==> src/rtl/scl_pkg.sv <==
// Types, constants and default parameters of the serial command line parser.
package scl_pkg;

    localparam int NAME_CHARS_DEF  = 8;
    localparam int MAX_PARAMS_DEF  = 8;
    localparam int FIELD_CHARS_DEF = 16;
    localparam int VALUE_WIDTH_DEF = 32;

    localparam logic CMD_DATA    = 1'b0;
    localparam logic CMD_RESTART = 1'b1;

    localparam logic [7:0] CH_TAB   = 8'd9;
    localparam logic [7:0] CH_LF    = 8'd10;
    localparam logic [7:0] CH_VT    = 8'd11;
    localparam logic [7:0] CH_FF    = 8'd12;
    localparam logic [7:0] CH_CR    = 8'd13;
    localparam logic [7:0] CH_SPACE = 8'd32;
    localparam logic [7:0] CH_PLUS  = 8'h2B;
    localparam logic [7:0] CH_COMMA = 8'h2C;
    localparam logic [7:0] CH_MINUS = 8'h2D;
    localparam logic [7:0] CH_ZERO  = 8'h30;
    localparam logic [7:0] CH_NINE  = 8'h39;
    localparam logic [7:0] CH_SEMI  = 8'h3B;

    typedef enum logic [1:0] {
        PH_LEAD,
        PH_SIGN,
        PH_DIGITS,
        PH_DONE
    } scl_phase_t;

    typedef enum logic [1:0] {
        SEQ_IDLE,
        SEQ_STATUS,
        SEQ_PARAM
    } scl_seq_state_t;

    typedef struct packed {
        logic       command;
        logic [7:0] data_byte;
    } scl_cmd_t;

    typedef struct packed {
        logic               done_res;
        logic               error;
        logic [63:0]        name_text;
        logic [3:0]         param_count;
        logic               is_parameter;
        logic [2:0]         param_index;
        logic signed [31:0] param_value;
        logic               last_result;
    } scl_res_t;

    typedef struct packed {
        logic        error;
        logic [63:0] name_text;
        logic [3:0]  param_count;
    } scl_stat_t;

endpackage

==> src/rtl/scl_parser.sv <==
// Character parser: name capture, field counting and decimal number accumulation.
module scl_parser #(
    parameter int NAME_CHARS  = scl_pkg::NAME_CHARS_DEF,
    parameter int MAX_PARAMS  = scl_pkg::MAX_PARAMS_DEF,
    parameter int FIELD_CHARS = scl_pkg::FIELD_CHARS_DEF,
    parameter int VALUE_WIDTH = scl_pkg::VALUE_WIDTH_DEF
) (
    input  logic                                              clk,
    input  logic                                              rst_n,
    input  logic                                              accept,
    input  scl_pkg::scl_cmd_t                                 cmd,
    output logic                                              item_done,
    output logic                                              wr_en,
    output logic [((MAX_PARAMS > 1) ? $clog2(MAX_PARAMS) : 1)-1:0] wr_addr,
    output logic [VALUE_WIDTH-1:0]                            wr_data,
    output scl_pkg::scl_stat_t                                stat
);

    localparam int CNT_W  = $clog2(MAX_PARAMS + 1);
    localparam int ADDR_W = (MAX_PARAMS > 1) ? $clog2(MAX_PARAMS) : 1;
    localparam int FC_MAX = (FIELD_CHARS > NAME_CHARS) ? FIELD_CHARS : NAME_CHARS;
    localparam int FC_W   = $clog2(FC_MAX + 2);

    logic                    err_reg, err_next;
    logic                    skip_reg, skip_next;
    logic                    inparm_reg, inparm_next;
    logic [FC_W-1:0]         fc_reg, fc_next;
    logic [CNT_W-1:0]        cnt_reg, cnt_next;
    logic [VALUE_WIDTH-1:0]  acc_reg, acc_next;
    scl_pkg::scl_phase_t     phase_reg, phase_next;
    logic                    neg_reg, neg_next;
    logic [7:0]              name_reg [NAME_CHARS];

    logic [7:0]              c;
    logic                    is_blank, is_lead_ws, is_sign, is_digit, is_comma, is_end;
    logic [FC_W-1:0]         fc_inc;
    logic [3:0]              digit;
    logic [VALUE_WIDTH-1:0]  acc_x10;
    logic                    name_we, name_clr;

    assign c          = cmd.data_byte;
    assign is_blank   = (c == scl_pkg::CH_SPACE) || (c == scl_pkg::CH_TAB);
    assign is_lead_ws = c inside {scl_pkg::CH_TAB, scl_pkg::CH_VT, scl_pkg::CH_FF,
                                  scl_pkg::CH_SPACE};
    assign is_sign    = c inside {scl_pkg::CH_PLUS, scl_pkg::CH_MINUS};
    assign is_digit   = c inside {[scl_pkg::CH_ZERO:scl_pkg::CH_NINE]};
    assign is_comma   = (c == scl_pkg::CH_COMMA);
    assign is_end     = c inside {scl_pkg::CH_LF, scl_pkg::CH_CR, scl_pkg::CH_SEMI};
    assign fc_inc     = fc_reg + 1'b1;
    assign digit      = 4'(c - scl_pkg::CH_ZERO);
    assign acc_x10    = (acc_reg << 3) + (acc_reg << 1)
                      + {{(VALUE_WIDTH - 4){1'b0}}, digit};

    always_comb
    begin
        err_next    = err_reg;
        skip_next   = skip_reg;
        inparm_next = inparm_reg;
        fc_next     = fc_reg;
        cnt_next    = cnt_reg;
        acc_next    = acc_reg;
        phase_next  = phase_reg;
        neg_next    = neg_reg;
        name_we     = 1'b0;
        name_clr    = 1'b0;
        wr_en       = 1'b0;
        item_done   = 1'b0;
        if (accept)
        begin
            if (cmd.command == scl_pkg::CMD_RESTART)
            begin
                err_next    = 1'b0;
                skip_next   = 1'b1;
                inparm_next = 1'b0;
                fc_next     = '0;
                cnt_next    = '0;
                acc_next    = '0;
                phase_next  = scl_pkg::PH_LEAD;
                neg_next    = 1'b0;
                name_clr    = 1'b1;
            end
            else if (!err_reg && !(skip_reg && is_blank))
            begin
                skip_next = is_blank;
                if (is_comma || is_end)
                begin
                    if (inparm_reg && (cnt_reg >= CNT_W'(MAX_PARAMS)))
                    begin
                        err_next = 1'b1;
                    end
                    else
                    begin
                        if (inparm_reg)
                        begin
                            wr_en    = 1'b1;
                            cnt_next = cnt_reg + 1'b1;
                        end
                        fc_next     = '0;
                        acc_next    = '0;
                        phase_next  = scl_pkg::PH_LEAD;
                        neg_next    = 1'b0;
                        inparm_next = 1'b1;
                        skip_next   = 1'b1;
                        item_done   = is_end;
                    end
                end
                else if (!inparm_reg)
                begin
                    name_we = (fc_reg < FC_W'(NAME_CHARS));
                    fc_next = fc_inc;
                    if (fc_inc > FC_W'(NAME_CHARS))
                    begin
                        err_next = 1'b1;
                    end
                end
                else
                begin
                    fc_next = fc_inc;
                    if (fc_inc > FC_W'(FIELD_CHARS))
                    begin
                        err_next = 1'b1;
                    end
                    else if (phase_reg != scl_pkg::PH_DONE)
                    begin
                        if ((phase_reg == scl_pkg::PH_LEAD) && is_lead_ws)
                        begin
                            phase_next = phase_reg;
                        end
                        else if ((phase_reg == scl_pkg::PH_LEAD) && is_sign)
                        begin
                            neg_next   = (c == scl_pkg::CH_MINUS);
                            phase_next = scl_pkg::PH_SIGN;
                        end
                        else if (is_digit)
                        begin
                            acc_next   = acc_x10;
                            phase_next = scl_pkg::PH_DIGITS;
                        end
                        else
                        begin
                            phase_next = scl_pkg::PH_DONE;
                        end
                    end
                end
            end
        end
    end

    always_ff @(posedge clk or negedge rst_n)
    begin
        if (!rst_n)
        begin
            err_reg    <= 1'b0;
            skip_reg   <= 1'b1;
            inparm_reg <= 1'b0;
            fc_reg     <= '0;
            cnt_reg    <= '0;
            acc_reg    <= '0;
            phase_reg  <= scl_pkg::PH_LEAD;
            neg_reg    <= 1'b0;
        end
        else
        begin
            err_reg    <= err_next;
            skip_reg   <= skip_next;
            inparm_reg <= inparm_next;
            fc_reg     <= fc_next;
            cnt_reg    <= cnt_next;
            acc_reg    <= acc_next;
            phase_reg  <= phase_next;
            neg_reg    <= neg_next;
        end
    end

    always_ff @(posedge clk or negedge rst_n)
    begin
        if (!rst_n)
        begin
            for (int i = 0; i < NAME_CHARS; i++)
            begin
                name_reg[i] <= '0;
            end
        end
        else
        begin
            for (int i = 0; i < NAME_CHARS; i++)
            begin
                if (name_clr)
                begin
                    name_reg[i] <= '0;
                end
                else if (name_we && (fc_reg == FC_W'(i)))
                begin
                    name_reg[i] <= c;
                end
            end
        end
    end

    always_comb
    begin
        stat.name_text = '0;
        for (int i = 0; i < NAME_CHARS; i++)
        begin
            stat.name_text[8*i +: 8] = name_reg[i];
        end
        stat.error       = err_reg;
        stat.param_count = 4'(cnt_reg);
    end

    assign wr_addr = cnt_reg[ADDR_W-1:0];
    assign wr_data = neg_reg ? (VALUE_WIDTH'(0) - acc_reg) : acc_reg;

endmodule

==> src/rtl/scl_result_seq.sv <==
// Parameter memory and result sequencer that issues the status and parameter words.
module scl_result_seq #(
    parameter int MAX_PARAMS  = scl_pkg::MAX_PARAMS_DEF,
    parameter int VALUE_WIDTH = scl_pkg::VALUE_WIDTH_DEF
) (
    input  logic                                              clk,
    input  logic                                              rst_n,
    input  logic                                              accept,
    input  logic                                              item_done,
    input  scl_pkg::scl_stat_t                                stat,
    input  logic                                              wr_en,
    input  logic [((MAX_PARAMS > 1) ? $clog2(MAX_PARAMS) : 1)-1:0] wr_addr,
    input  logic [VALUE_WIDTH-1:0]                            wr_data,
    output logic                                              take,
    input  logic                                              res_stall,
    output logic                                              res_valid,
    output scl_pkg::scl_res_t                                 res_word
);

    localparam int ADDR_W = (MAX_PARAMS > 1) ? $clog2(MAX_PARAMS) : 1;

    logic [VALUE_WIDTH-1:0]   mem [MAX_PARAMS];
    logic [VALUE_WIDTH-1:0]   rd_data_reg;
    logic                     rd_en;
    logic [ADDR_W-1:0]        rd_addr;

    scl_pkg::scl_seq_state_t  state_reg, state_next;
    logic [ADDR_W-1:0]        pidx_reg, pidx_next;
    logic                     done_reg, done_next;
    logic                     valid_reg, valid_next;
    scl_pkg::scl_res_t        res_reg, res_next;

    logic                     out_free, has_params, last_param;
    logic                     load_status, load_param;
    logic [63:0]              rd_wide;

    assign out_free    = !valid_reg || !res_stall;
    assign has_params  = done_reg && (stat.param_count != 4'd0);
    assign last_param  = ((4'(pidx_reg) + 4'd1) == stat.param_count);
    assign load_status = (state_reg == scl_pkg::SEQ_STATUS) && out_free;
    assign load_param  = (state_reg == scl_pkg::SEQ_PARAM) && out_free;
    assign rd_en       = (load_status && has_params) || (load_param && !last_param);
    assign rd_addr     = load_status ? '0 : (pidx_reg + 1'b1);
    assign rd_wide     = 64'(rd_data_reg);
    assign take        = (state_reg == scl_pkg::SEQ_IDLE) || (load_status && !has_params);

    always_ff @(posedge clk)
    begin
        if (wr_en)
        begin
            mem[wr_addr] <= wr_data;
        end
        if (rd_en)
        begin
            rd_data_reg <= mem[rd_addr];
        end
    end

    always_comb
    begin
        state_next = state_reg;
        pidx_next  = pidx_reg;
        done_next  = done_reg;
        valid_next = valid_reg && res_stall;
        res_next   = res_reg;
        if (accept)
        begin
            done_next = item_done;
        end
        case (state_reg)
            scl_pkg::SEQ_IDLE:
            begin
                if (accept)
                begin
                    state_next = scl_pkg::SEQ_STATUS;
                end
            end
            scl_pkg::SEQ_STATUS:
            begin
                if (out_free)
                begin
                    if (has_params)
                    begin
                        state_next = scl_pkg::SEQ_PARAM;
                    end
                    else if (accept)
                    begin
                        state_next = scl_pkg::SEQ_STATUS;
                    end
                    else
                    begin
                        state_next = scl_pkg::SEQ_IDLE;
                    end
                end
            end
            scl_pkg::SEQ_PARAM:
            begin
                if (out_free && last_param)
                begin
                    state_next = scl_pkg::SEQ_IDLE;
                end
            end
            default:
            begin
                state_next = scl_pkg::SEQ_IDLE;
            end
        endcase
        if (load_status)
        begin
            pidx_next             = '0;
            valid_next            = 1'b1;
            res_next.done_res     = done_reg;
            res_next.error        = stat.error;
            res_next.name_text    = stat.name_text;
            res_next.param_count  = stat.param_count;
            res_next.is_parameter = 1'b0;
            res_next.param_index  = '0;
            res_next.param_value  = '0;
            res_next.last_result  = !has_params;
        end
        else if (load_param)
        begin
            if (!last_param)
            begin
                pidx_next = pidx_reg + 1'b1;
            end
            valid_next            = 1'b1;
            res_next.done_res     = done_reg;
            res_next.error        = stat.error;
            res_next.name_text    = stat.name_text;
            res_next.param_count  = stat.param_count;
            res_next.is_parameter = 1'b1;
            res_next.param_index  = 3'(pidx_reg);
            res_next.param_value  = signed'(rd_wide[31:0]);
            res_next.last_result  = last_param;
        end
    end

    always_ff @(posedge clk or negedge rst_n)
    begin
        if (!rst_n)
        begin
            state_reg <= scl_pkg::SEQ_IDLE;
            pidx_reg  <= '0;
            done_reg  <= 1'b0;
            valid_reg <= 1'b0;
        end
        else
        begin
            state_reg <= state_next;
            pidx_reg  <= pidx_next;
            done_reg  <= done_next;
            valid_reg <= valid_next;
        end
    end

    always_ff @(posedge clk)
    begin
        res_reg <= res_next;
    end

    assign res_valid = valid_reg;
    assign res_word  = res_reg;

endmodule

==> src/rtl/serial_command_line_parser.sv <==
// Top level of the serial command line parser.
// The status word of a byte is loaded from the registered parser state into the result register.
// Input rate: one byte per cycle while the result side does not stall; a command-ending byte
// with stored parameters holds off the next byte while the status word and one word per
// parameter are issued.
// Reset: rst_n clears the parser and sequencer control state asynchronously; a restart
// word clears the parser state.
module serial_command_line_parser #(
    parameter int NAME_CHARS  = scl_pkg::NAME_CHARS_DEF,
    parameter int MAX_PARAMS  = scl_pkg::MAX_PARAMS_DEF,
    parameter int FIELD_CHARS = scl_pkg::FIELD_CHARS_DEF,
    parameter int VALUE_WIDTH = scl_pkg::VALUE_WIDTH_DEF
) (
    input  logic              clk,
    input  logic              rst_n,
    input  logic              cmd_valid,
    output logic              cmd_stall,
    input  scl_pkg::scl_cmd_t cmd_word,
    output logic              res_valid,
    input  logic              res_stall,
    output scl_pkg::scl_res_t res_word
);

    localparam int ADDR_W = (MAX_PARAMS > 1) ? $clog2(MAX_PARAMS) : 1;

    logic                   take;
    logic                   accept;
    logic                   item_done;
    logic                   wr_en;
    logic [ADDR_W-1:0]      wr_addr;
    logic [VALUE_WIDTH-1:0] wr_data;
    scl_pkg::scl_stat_t     stat;

    assign accept    = cmd_valid && take;
    assign cmd_stall = !take;

    scl_parser #(
        .NAME_CHARS  (NAME_CHARS),
        .MAX_PARAMS  (MAX_PARAMS),
        .FIELD_CHARS (FIELD_CHARS),
        .VALUE_WIDTH (VALUE_WIDTH)
    ) u_parser (
        .clk       (clk),
        .rst_n     (rst_n),
        .accept    (accept),
        .cmd       (cmd_word),
        .item_done (item_done),
        .wr_en     (wr_en),
        .wr_addr   (wr_addr),
        .wr_data   (wr_data),
        .stat      (stat)
    );

    scl_result_seq #(
        .MAX_PARAMS  (MAX_PARAMS),
        .VALUE_WIDTH (VALUE_WIDTH)
    ) u_result_seq (
        .clk       (clk),
        .rst_n     (rst_n),
        .accept    (accept),
        .item_done (item_done),
        .stat      (stat),
        .wr_en     (wr_en),
        .wr_addr   (wr_addr),
        .wr_data   (wr_data),
        .take      (take),
        .res_stall (res_stall),
        .res_valid (res_valid),
        .res_word  (res_word)
    );

endmodule

==> config.mk <==
export PLATFORM = sky130hd
export DESIGN_NAME = serial_command_line_parser
export DESIGN_NICKNAME = d
export VERILOG_FILES = /design/src/rtl/scl_pkg.sv /design/src/rtl/scl_parser.sv /design/src/rtl/scl_result_seq.sv /design/src/rtl/serial_command_line_parser.sv
export SDC_FILE = /design/constraint.sdc
export NUM_CORES = 1
export LEC_CHECK = 0
export BUFFER_PORTS_ARGS = -buffer_cell sky130_fd_sc_hd__buf_4
export CORE_MARGIN = 8
export CORE_UTILIZATION = 55
export DETAILED_ROUTE_END_ITERATION = 7
export HOLD_SLACK_MARGIN = 0.02
export PLACE_DENSITY_LB_ADDON = 0.08
export SLEW_MARGIN = 10
export SYNTH_ARGS = -nofsm -noshare
export SYNTH_HDL_FRONTEND = slang
export SYNTH_SLANG_ARGS = --single-unit
==> constraint.sdc <==
create_clock -name clk -period 5.15 [get_ports clk]
set_clock_uncertainty 0.2 [all_clocks]
set_input_delay 0 -clock clk [delete_from_list [all_inputs] [get_ports clk]]
set_output_delay 0 -clock clk [all_outputs]
set_load 0.05 [all_outputs]
# --- Yosys cells after proc, flatten, opt, wreduce, memory -nomap -nowiden ---
# Memories as Yosys holds them, arrays and structs flattened. A register that Yosys moved wholly into a read port is not among the register bits.
# Index checks and enable logic that the tools add are counted.
totals:
  reg_bits: 225
  latchBits: 0
  ram_bits: 256
  romBits: 0
  in_bits: 13
  output_inout_bits: 109
  word_cells: 247
  mem_count: 1
memory_table:
  columns: ["name", "depth", "width", "read_ports", "rd_clocked_by_memory_dff", "write_ports", "line_no", "source"]
  rows:
  - ["u_result_seq.mem", 8, 32, 1, 1, 1, "scl_result_seq.sv:22", "logic [VALUE_WIDTH-1:0] mem [MAX_PARAMS];"]
op_classes:
  n_addsub: 8
  n_mul: 0
  n_div: 0
  n_lt_le_gt_ge: 6
  eq_ne: 32
  n_shift: 0
  n_mux: 103
  n_bitwise: 0
  n_reduce_logical: 69
op_table:
  columns: ["cell", "n"]
  rows:
  - ["32-bit 2-to-1 mux", 11]
  - ["107-bit 2-to-1 mux", 2]
  - ["8-bit 2-to-1 mux", 16]
  - ["1-bit 2-to-1 mux", 47]
  - ["8-bit by 4-bit equality test with 1-bit output (second input constant)", 5]
  - ["8-bit by 6-bit equality test with 1-bit output (second input constant)", 5]
  - ["32-bit adder", 1]
  - ["32-bit by 4-bit adder with 32-bit output", 1]
  - ["1-bit by 32-bit subtractor with 32-bit output (first input constant)", 1]
  - ["2-bit 2-to-1 mux", 13]
  - ["2-bit nonzero test", 13]
  - ["1-bit logical AND", 23]
  - ["5-bit by 3-bit equality test with 1-bit output (second input constant)", 4]
  - ["4-bit 2-to-1 mux", 5]
  - ["5-bit 2-to-1 mux", 4]
  - ["3-bit nonzero test", 5]
  - ["3-bit 2-to-1 mux", 4]
  - ["4-bit nonzero test", 3]
  - ["5-bit by 2-bit equality test with 1-bit output (second input constant)", 2]
  - ["2-bit inequality test (second input constant)", 5]
  - ["5-bit AND reduction", 2]
  - ["3-bit by 2-bit inequality test with 1-bit output (second input constant)", 3]
  - ["9-bit AND reduction", 1]
  - ["8-bit by 6-bit >= comparator with 1-bit output (second input constant)", 1]
  - ["other kinds (27)", 41]

# --- Depth between registers and ports, before layout ---
depth:
  word_depth: 11
  depth_mapped: 15
  mapped_depth_nobuf: 12

# --- Hierarchy ---
# A second synthesis with hierarchy kept.
unflattened:
  hier_cells: 1743
  hier_area_um2: 22823.1
by_module_without_submodules:
  columns: ["module", "n_inst", "cells_each", "area_per_inst_um2", "seq_area_each_um2"]
  rows:
  - ["scl_result_seq", 1, 870, 14949.3, 11676.2]
  - ["scl_parser", 1, 871, 7863.8, 2778.9]
  - ["serial_command_line_parser", 1, 2, 10.0, 0.0]

# --- Worst setup path before layout ---
# Ideal clock, no wire load.
synth_timing:
  path_kind: "reg2reg"
  startpoint: "reg u_parser.cnt_reg[1]"
  endpoint: "mem u_result_seq.mem[1][0] (netlist name), enable pin"
  setup_ns: 0.461
  arrival_time_ns: 4.382
  required_ns: 4.489
  setup_slack_ns: 0.107
  stages_incl_launch_ff: 12
  n_path_buf: 2
  period_less_slack_ns: 5.043
  path_cell_list: "dfrtp_1 clkbuf_1 inv_1 ha_1 nor3b_2 o21ai_1 a211o_1 buf_6 nor3_1 nand3_1 or3_1 nor3_1"
synth_between:
  elab_chain_len: 9
  elab_cells_between_ends: 15
  cone_classes: "1 x order compare; 7 x mux; 7 x reduce/logical"
synth_lines:
  columns: ["item", "line_no", "source"]
  rows:
  - ["start, declared", "scl_parser.sv:28", "logic [CNT_W-1:0] cnt_reg, cnt_next;"]
  - ["start signal, assigned", "scl_parser.sv:168", "cnt_reg <= cnt_next;"]
  - ["4-bit >= comparator / 4-bit nonzero test (equally long branches)", "scl_parser.sv:87, scl_result_seq.sv:38", null]
  - ["1-bit logical AND, on equally long branches", "scl_parser.sv:87, scl_result_seq.sv:38", null]
  - ["1-bit 2-to-1 mux / 1-bit zero test (equally long branches)", "scl_parser.sv:87, scl_result_seq.sv:45", null]
  - ["1-bit 2-to-1 mux / 1-bit logical AND (equally long branches)", "scl_parser.sv:85, scl_result_seq.sv:45", null]
  - ["1-bit 2-to-1 mux / 1-bit logical OR (equally long branches)", "scl_parser.sv:82, scl_result_seq.sv:45", null]
  - ["1-bit 2-to-1 mux / 1-bit logical AND (equally long branches)", "scl_parser.sv:70, serial_command_line_parser.sv:34", null]
  - ["1-bit 2-to-1 mux", "scl_parser.sv:68", "if (accept)"]
  - ["1-bit 2-to-1 mux", "scl_result_seq.sv:49", "if (wr_en)"]
  - ["1-bit 2-to-1 mux (implied by the code)", "scl_result_seq.sv:51", "mem[wr_addr] <= wr_data;"]
  - ["end, declared", "scl_result_seq.sv:22", null]
# Several ways; a longest one is shown, not always the timed one.

# --- Final worst setup path ---
layout_timing:
  startpoint: "reg u_parser.acc_reg[0]"
  endpoint: "reg u_parser.acc_reg[25]"
layout_between:
  elab_chain_len: 11
layout_lines:
  columns: ["item", "line_no", "source"]
  rows:
  - ["start, declared", "scl_parser.sv:29", "logic [VALUE_WIDTH-1:0] acc_reg, acc_next;"]
  - ["start signal, assigned", "scl_parser.sv:169", "acc_reg <= acc_next;"]
  - ["32-bit adder", "scl_parser.sv:51", "assign acc_x10 = (acc_reg << 3) + (acc_reg << 1)"]
  - ["32-bit by 4-bit adder with 32-bit output", "scl_parser.sv:52", "+ {{(VALUE_WIDTH - 4){1'b0}}, digit};"]
  - ["32-bit 2-to-1 mux", "scl_parser.sv:134", "else if (is_digit)"]
  - ["32-bit 2-to-1 mux", "scl_parser.sv:129", "else if ((phase_reg == scl_pkg::PH_LEAD) && is_sign)"]
  - ["32-bit 2-to-1 mux", "scl_parser.sv:125", "if ((phase_reg == scl_pkg::PH_LEAD) && is_lead_ws)"]
  - ["32-bit 2-to-1 mux", "scl_parser.sv:123", "else if (phase_reg != scl_pkg::PH_DONE)"]
  - ["32-bit 2-to-1 mux", "scl_parser.sv:119", "if (fc_inc > FC_W'(FIELD_CHARS))"]
  - ["32-bit 2-to-1 mux", "scl_parser.sv:107", "else if (!inparm_reg)"]
  - ["32-bit 2-to-1 mux", "scl_parser.sv:85", "if (is_comma || is_end)"]
  - ["32-bit 2-to-1 mux", "scl_parser.sv:82", "else if (!err_reg && !(skip_reg && is_blank))"]
  - ["32-bit 2-to-1 mux", "scl_parser.sv:70", "if (cmd.command == scl_pkg::CMD_RESTART)"]
# No other way between the ends. The select of a mux whose other input is x is not followed.
# A chain may end at the register's enable or synchronous reset.

==> summary.txt <==
CTS
  – Clock Path Buffers: 3
  – # hold bufs at CTS: 16
  – TritonCTS Sinks: ~510
  – H-Tree Depth: 2
  – CTS tree: built
  – Total CTS buffers: 52
  – Root buf cell: clkbuf_16
  – Worst-path clk slew: 0.06 ns
  – Clk_lat worst skew: between 0.5 and 0.6 ns
  – Post-CTS Setup Bufs: 0
  – CTS resizes: 0

GRT
  – Vias in the first global route: between 10000 and 15000
  – GRT Total Usage: 21.10%
  – Global route overflow: 0
  – Largest net degree at the start of global routing: about 80
  – First-pass GRT wire length: roughly 80 mm
  – Initial antenna violation count: 0

Final layout
  – Filler cells: between 3000 and 4000
  – Final core area utilization: 63.65%
  – Share of cells above drive strength 1: roughly 12%
  – Commonest non-fill, non-tap cell in the layout: nand2_1
  – Max reg flops: ~260
  – Synth-to-Final Area Change: 14.87%
  – Area of the multi-input gates: 7599 um2
  – Largest register by flop count: u_result_seq.mem
  – N_diodes: 0
  – Most frequent cells in the layout: nand2_1 (368), edfxtp_1 (359), buf_4 (145)
  – Final #Nets: around 2100
  – Final Cell Area: 25810 um2
  – Sequential Area: 14460 um2

STA
  – Unrepaired setup endpoints after global routing: false
  – Worst Tran Pin Value: 1.101 ns
  – Slew headroom: 26.41%
  – Tcrit/Tclk final: between 70 and 80%
  – Hold violation count in the final report: 0
  – Min Tclk post-route: 4.093 ns
  – Endpoints failing setup: 0
  – Max Freq: 244.3 MHz
  – Min Hold Slack: between 0.08 and 0.09 ns
  – Final TNS setup: 0 ns
  – Fin. max-slew vios: 0

Worst setup path
  – Cell repeated most along the worst path: inv_1
  – Critical-path top delay cell: dfrtp_1
  – R2r startpoint: u_parser.acc_reg[0]
  – Crit path max-delay family: compound AO/OA/AOI/OAI gates
  – CP required: roughly 5.4 ns
  – Startpoint Class: flop
  – Worst Path Buf+Inv: 2
  – Crit Path Class: flop to flop
  – Max Fanout on Critical Path: 12
  – Critical path capture point type: flop
  – CP max stage delay: ~0.55 ns
  – Arr. time, crit path: between 4 and 5 ns
  – Critical Path Source: u_parser.acc_reg[0]
  – Critical path, cell by cell: inv_1, fa_1, inv_1, ha_1, a211oi_1, o211ai_1, a31o_2, a221oi_1, nand2_1, a41oi_1, xor2_1, o31ai_1

Synth
  – EDFF count, synth: roughly 360
  – #FFs+latches synth: approximately 500
  – Mapped Area: 22470 um2
  – Post-Synthesis Cells: roughly 1900
  – Syn avg cell area: around 12 um2
  – Synth async-reset ratio: between 20% and 30%
  – Yosys warning total: 0
  – Ys flop type: edfxtp_1
  – Register area share after synthesis: between 60% and 70%
  – Mapped Nets: a little under 2000
  – Synth unique cells: 70

Floorplan
  – Core ar.: 40550 um2
  – Io pins: approximately 120
  – Number of core rows: 74
  – Initial Util: a little under three fifths
  – Die width: roughly 220 um
  – Die area: roughly 48000 um2
  – Die height: 218.1 um

Pwr
  – Pint: 7.383 mW
  – Combinational Power Share: 14.9%
  – Sw frac: between 20% and 30%
  – Sequential Power Share: between 40 and 50%
  – Final Power: ~10 mW
  – Power per Cell Area: 390.8 nW/um2
  – Worst VDD drop: 272.0 uV
  – Clock share of power: 37.1%
  – Sw power: 2.704 mW
  – Leakage Power: 10.01 nW

Drt
  – Wirelength, routed: roughly 50 mm
  – Initial drt markers: between 1000 and 1500
  – Vias: between 10000 and 15000
  – Wire per inst: about 19 um
  – First drt pass iteration count: 5
  – DRC violations left: 0
  – Antenna Violating Nets Remaining: 0
  – Vias per cell: approximately 5.7

Flow run
  – Max-Cap Viols: 0

Min path
  – Hold/Removal Path Class: primary input to flop
  – Critical hold path startpoint: cmd_word[6]

Run status
  – Status: finished clean

Placed design
  – Post-DP Area: about 24000 um2
  – RePlAce Congestion: about 0.85
  – Number of buffers added on ports: 121
  – Hpwl dp: ~32 mm
## logic make-up after synthesis
kind of cell    share of synthesized area, %
mux                                    2.951
xor+xnor                               2.572
compound gates                         10.41
flops                                  64.33
buf+inv                                2.366
fa+ha+maj                              3.853
simple gates                           13.52
## power groups by stage
stage	clock, mW	sequential (mW)	combinational [mW]
floorplan	0	5.11	0.837
global placement	0	4.92	1.46
detailed placement	0	4.93	1.48
CTS	3.82	4.84	1.51
global route	3.97	4.87	1.66
finish	3.74	4.84	1.50
## final cells by class
| class | instances | share of cell area, % |
|---|---|---|
| flip-flops and latches | 513 | 56.01 |
| clock inverters | 26 | 0.9549 |
| inverters | 18 | 0.2714 |
| repair buffers | 163 | 5.061 |
| well taps | 532 | 2.579 |
| multi-input cells | 1256 | 29.44 |
| clock buffers | 69 | 5.691 |
## metrics by stage
stage / cells / worst slack, ns
after global placement: 2466 / 1.236
after detailed placement: 2466 / 1.124
final: 2577 / 1.057
after CTS: 2577 / 1.067
after floorplan: 1897 / 0.1073
after global routing: 2577 / 0.7818
## metal layers
metal,routed length [um],track usage [%],up-vias
met5,0,0,-
met4,858,4.725,0
met2,22570,32.14,319
met1,24060,31.60,7188
met3,2446,3.526,63
li1,-,-,7085
## path summary, 6_finish.rpt
path	cells past startpoint	slack, ns	end
max	12	1.06	u_parser.acc_reg[25]
min	4	0.09	u_parser.stat[18]
max reg2reg	12	1.06	u_parser.acc_reg[25]
min reg2reg	2	0.25	u_result_seq.res_word[19]
max in group asynchronous	4	3.86	u_parser.acc_reg[27]
min in group asynchronous	3	0.32	u_parser.skip_reg
## worst min-delay path, delay by kind of cell
family                 cells  cell delay, ns
muxes                      1            0.07
buffers and inverters      2            0.67
and+or+nand+nor            1            0.08
## synth_stat cells, drive strengths merged (6+ instances only)
| master | number | area, um2 |
|---|---|---|
| a21oi | 100 | 500.5 |
| edfxtp | 359 | 10780 |
| a21o | 14 | 105.1 |
| and3 | 7 | 43.79 |
| xor2 | 23 | 201.4 |
| clkbuf | 86 | 322.8 |
| nor2 | 102 | 382.9 |
| ha | 66 | 825.8 |
| dfxtp | 36 | 720.7 |
| xnor2 | 43 | 376.6 |
| nand3b | 6 | 45.04 |
| nor3 | 18 | 95.09 |
| or3 | 7 | 43.79 |
| or4 | 7 | 52.55 |
| nand2 | 370 | 1391 |
| a22o | 6 | 52.55 |
| o22ai | 33 | 206.5 |
| nand2b | 12 | 75.07 |
| o31ai | 22 | 165.2 |
| o221ai | 32 | 280.3 |
| and2 | 68 | 425.4 |
| nor4 | 7 | 43.79 |
| buf | 24 | 141.4 |
| a211oi | 9 | 67.56 |
| o41ai | 6 | 78.83 |
| dfrtp | 117 | 2928 |
| nor2b | 6 | 37.54 |
| nand3 | 49 | 245.2 |
| mux2i | 64 | 640.6 |
| o21ai | 129 | 645.6 |
| inv | 18 | 67.56 |
Power figures use the tool's default switching activity.
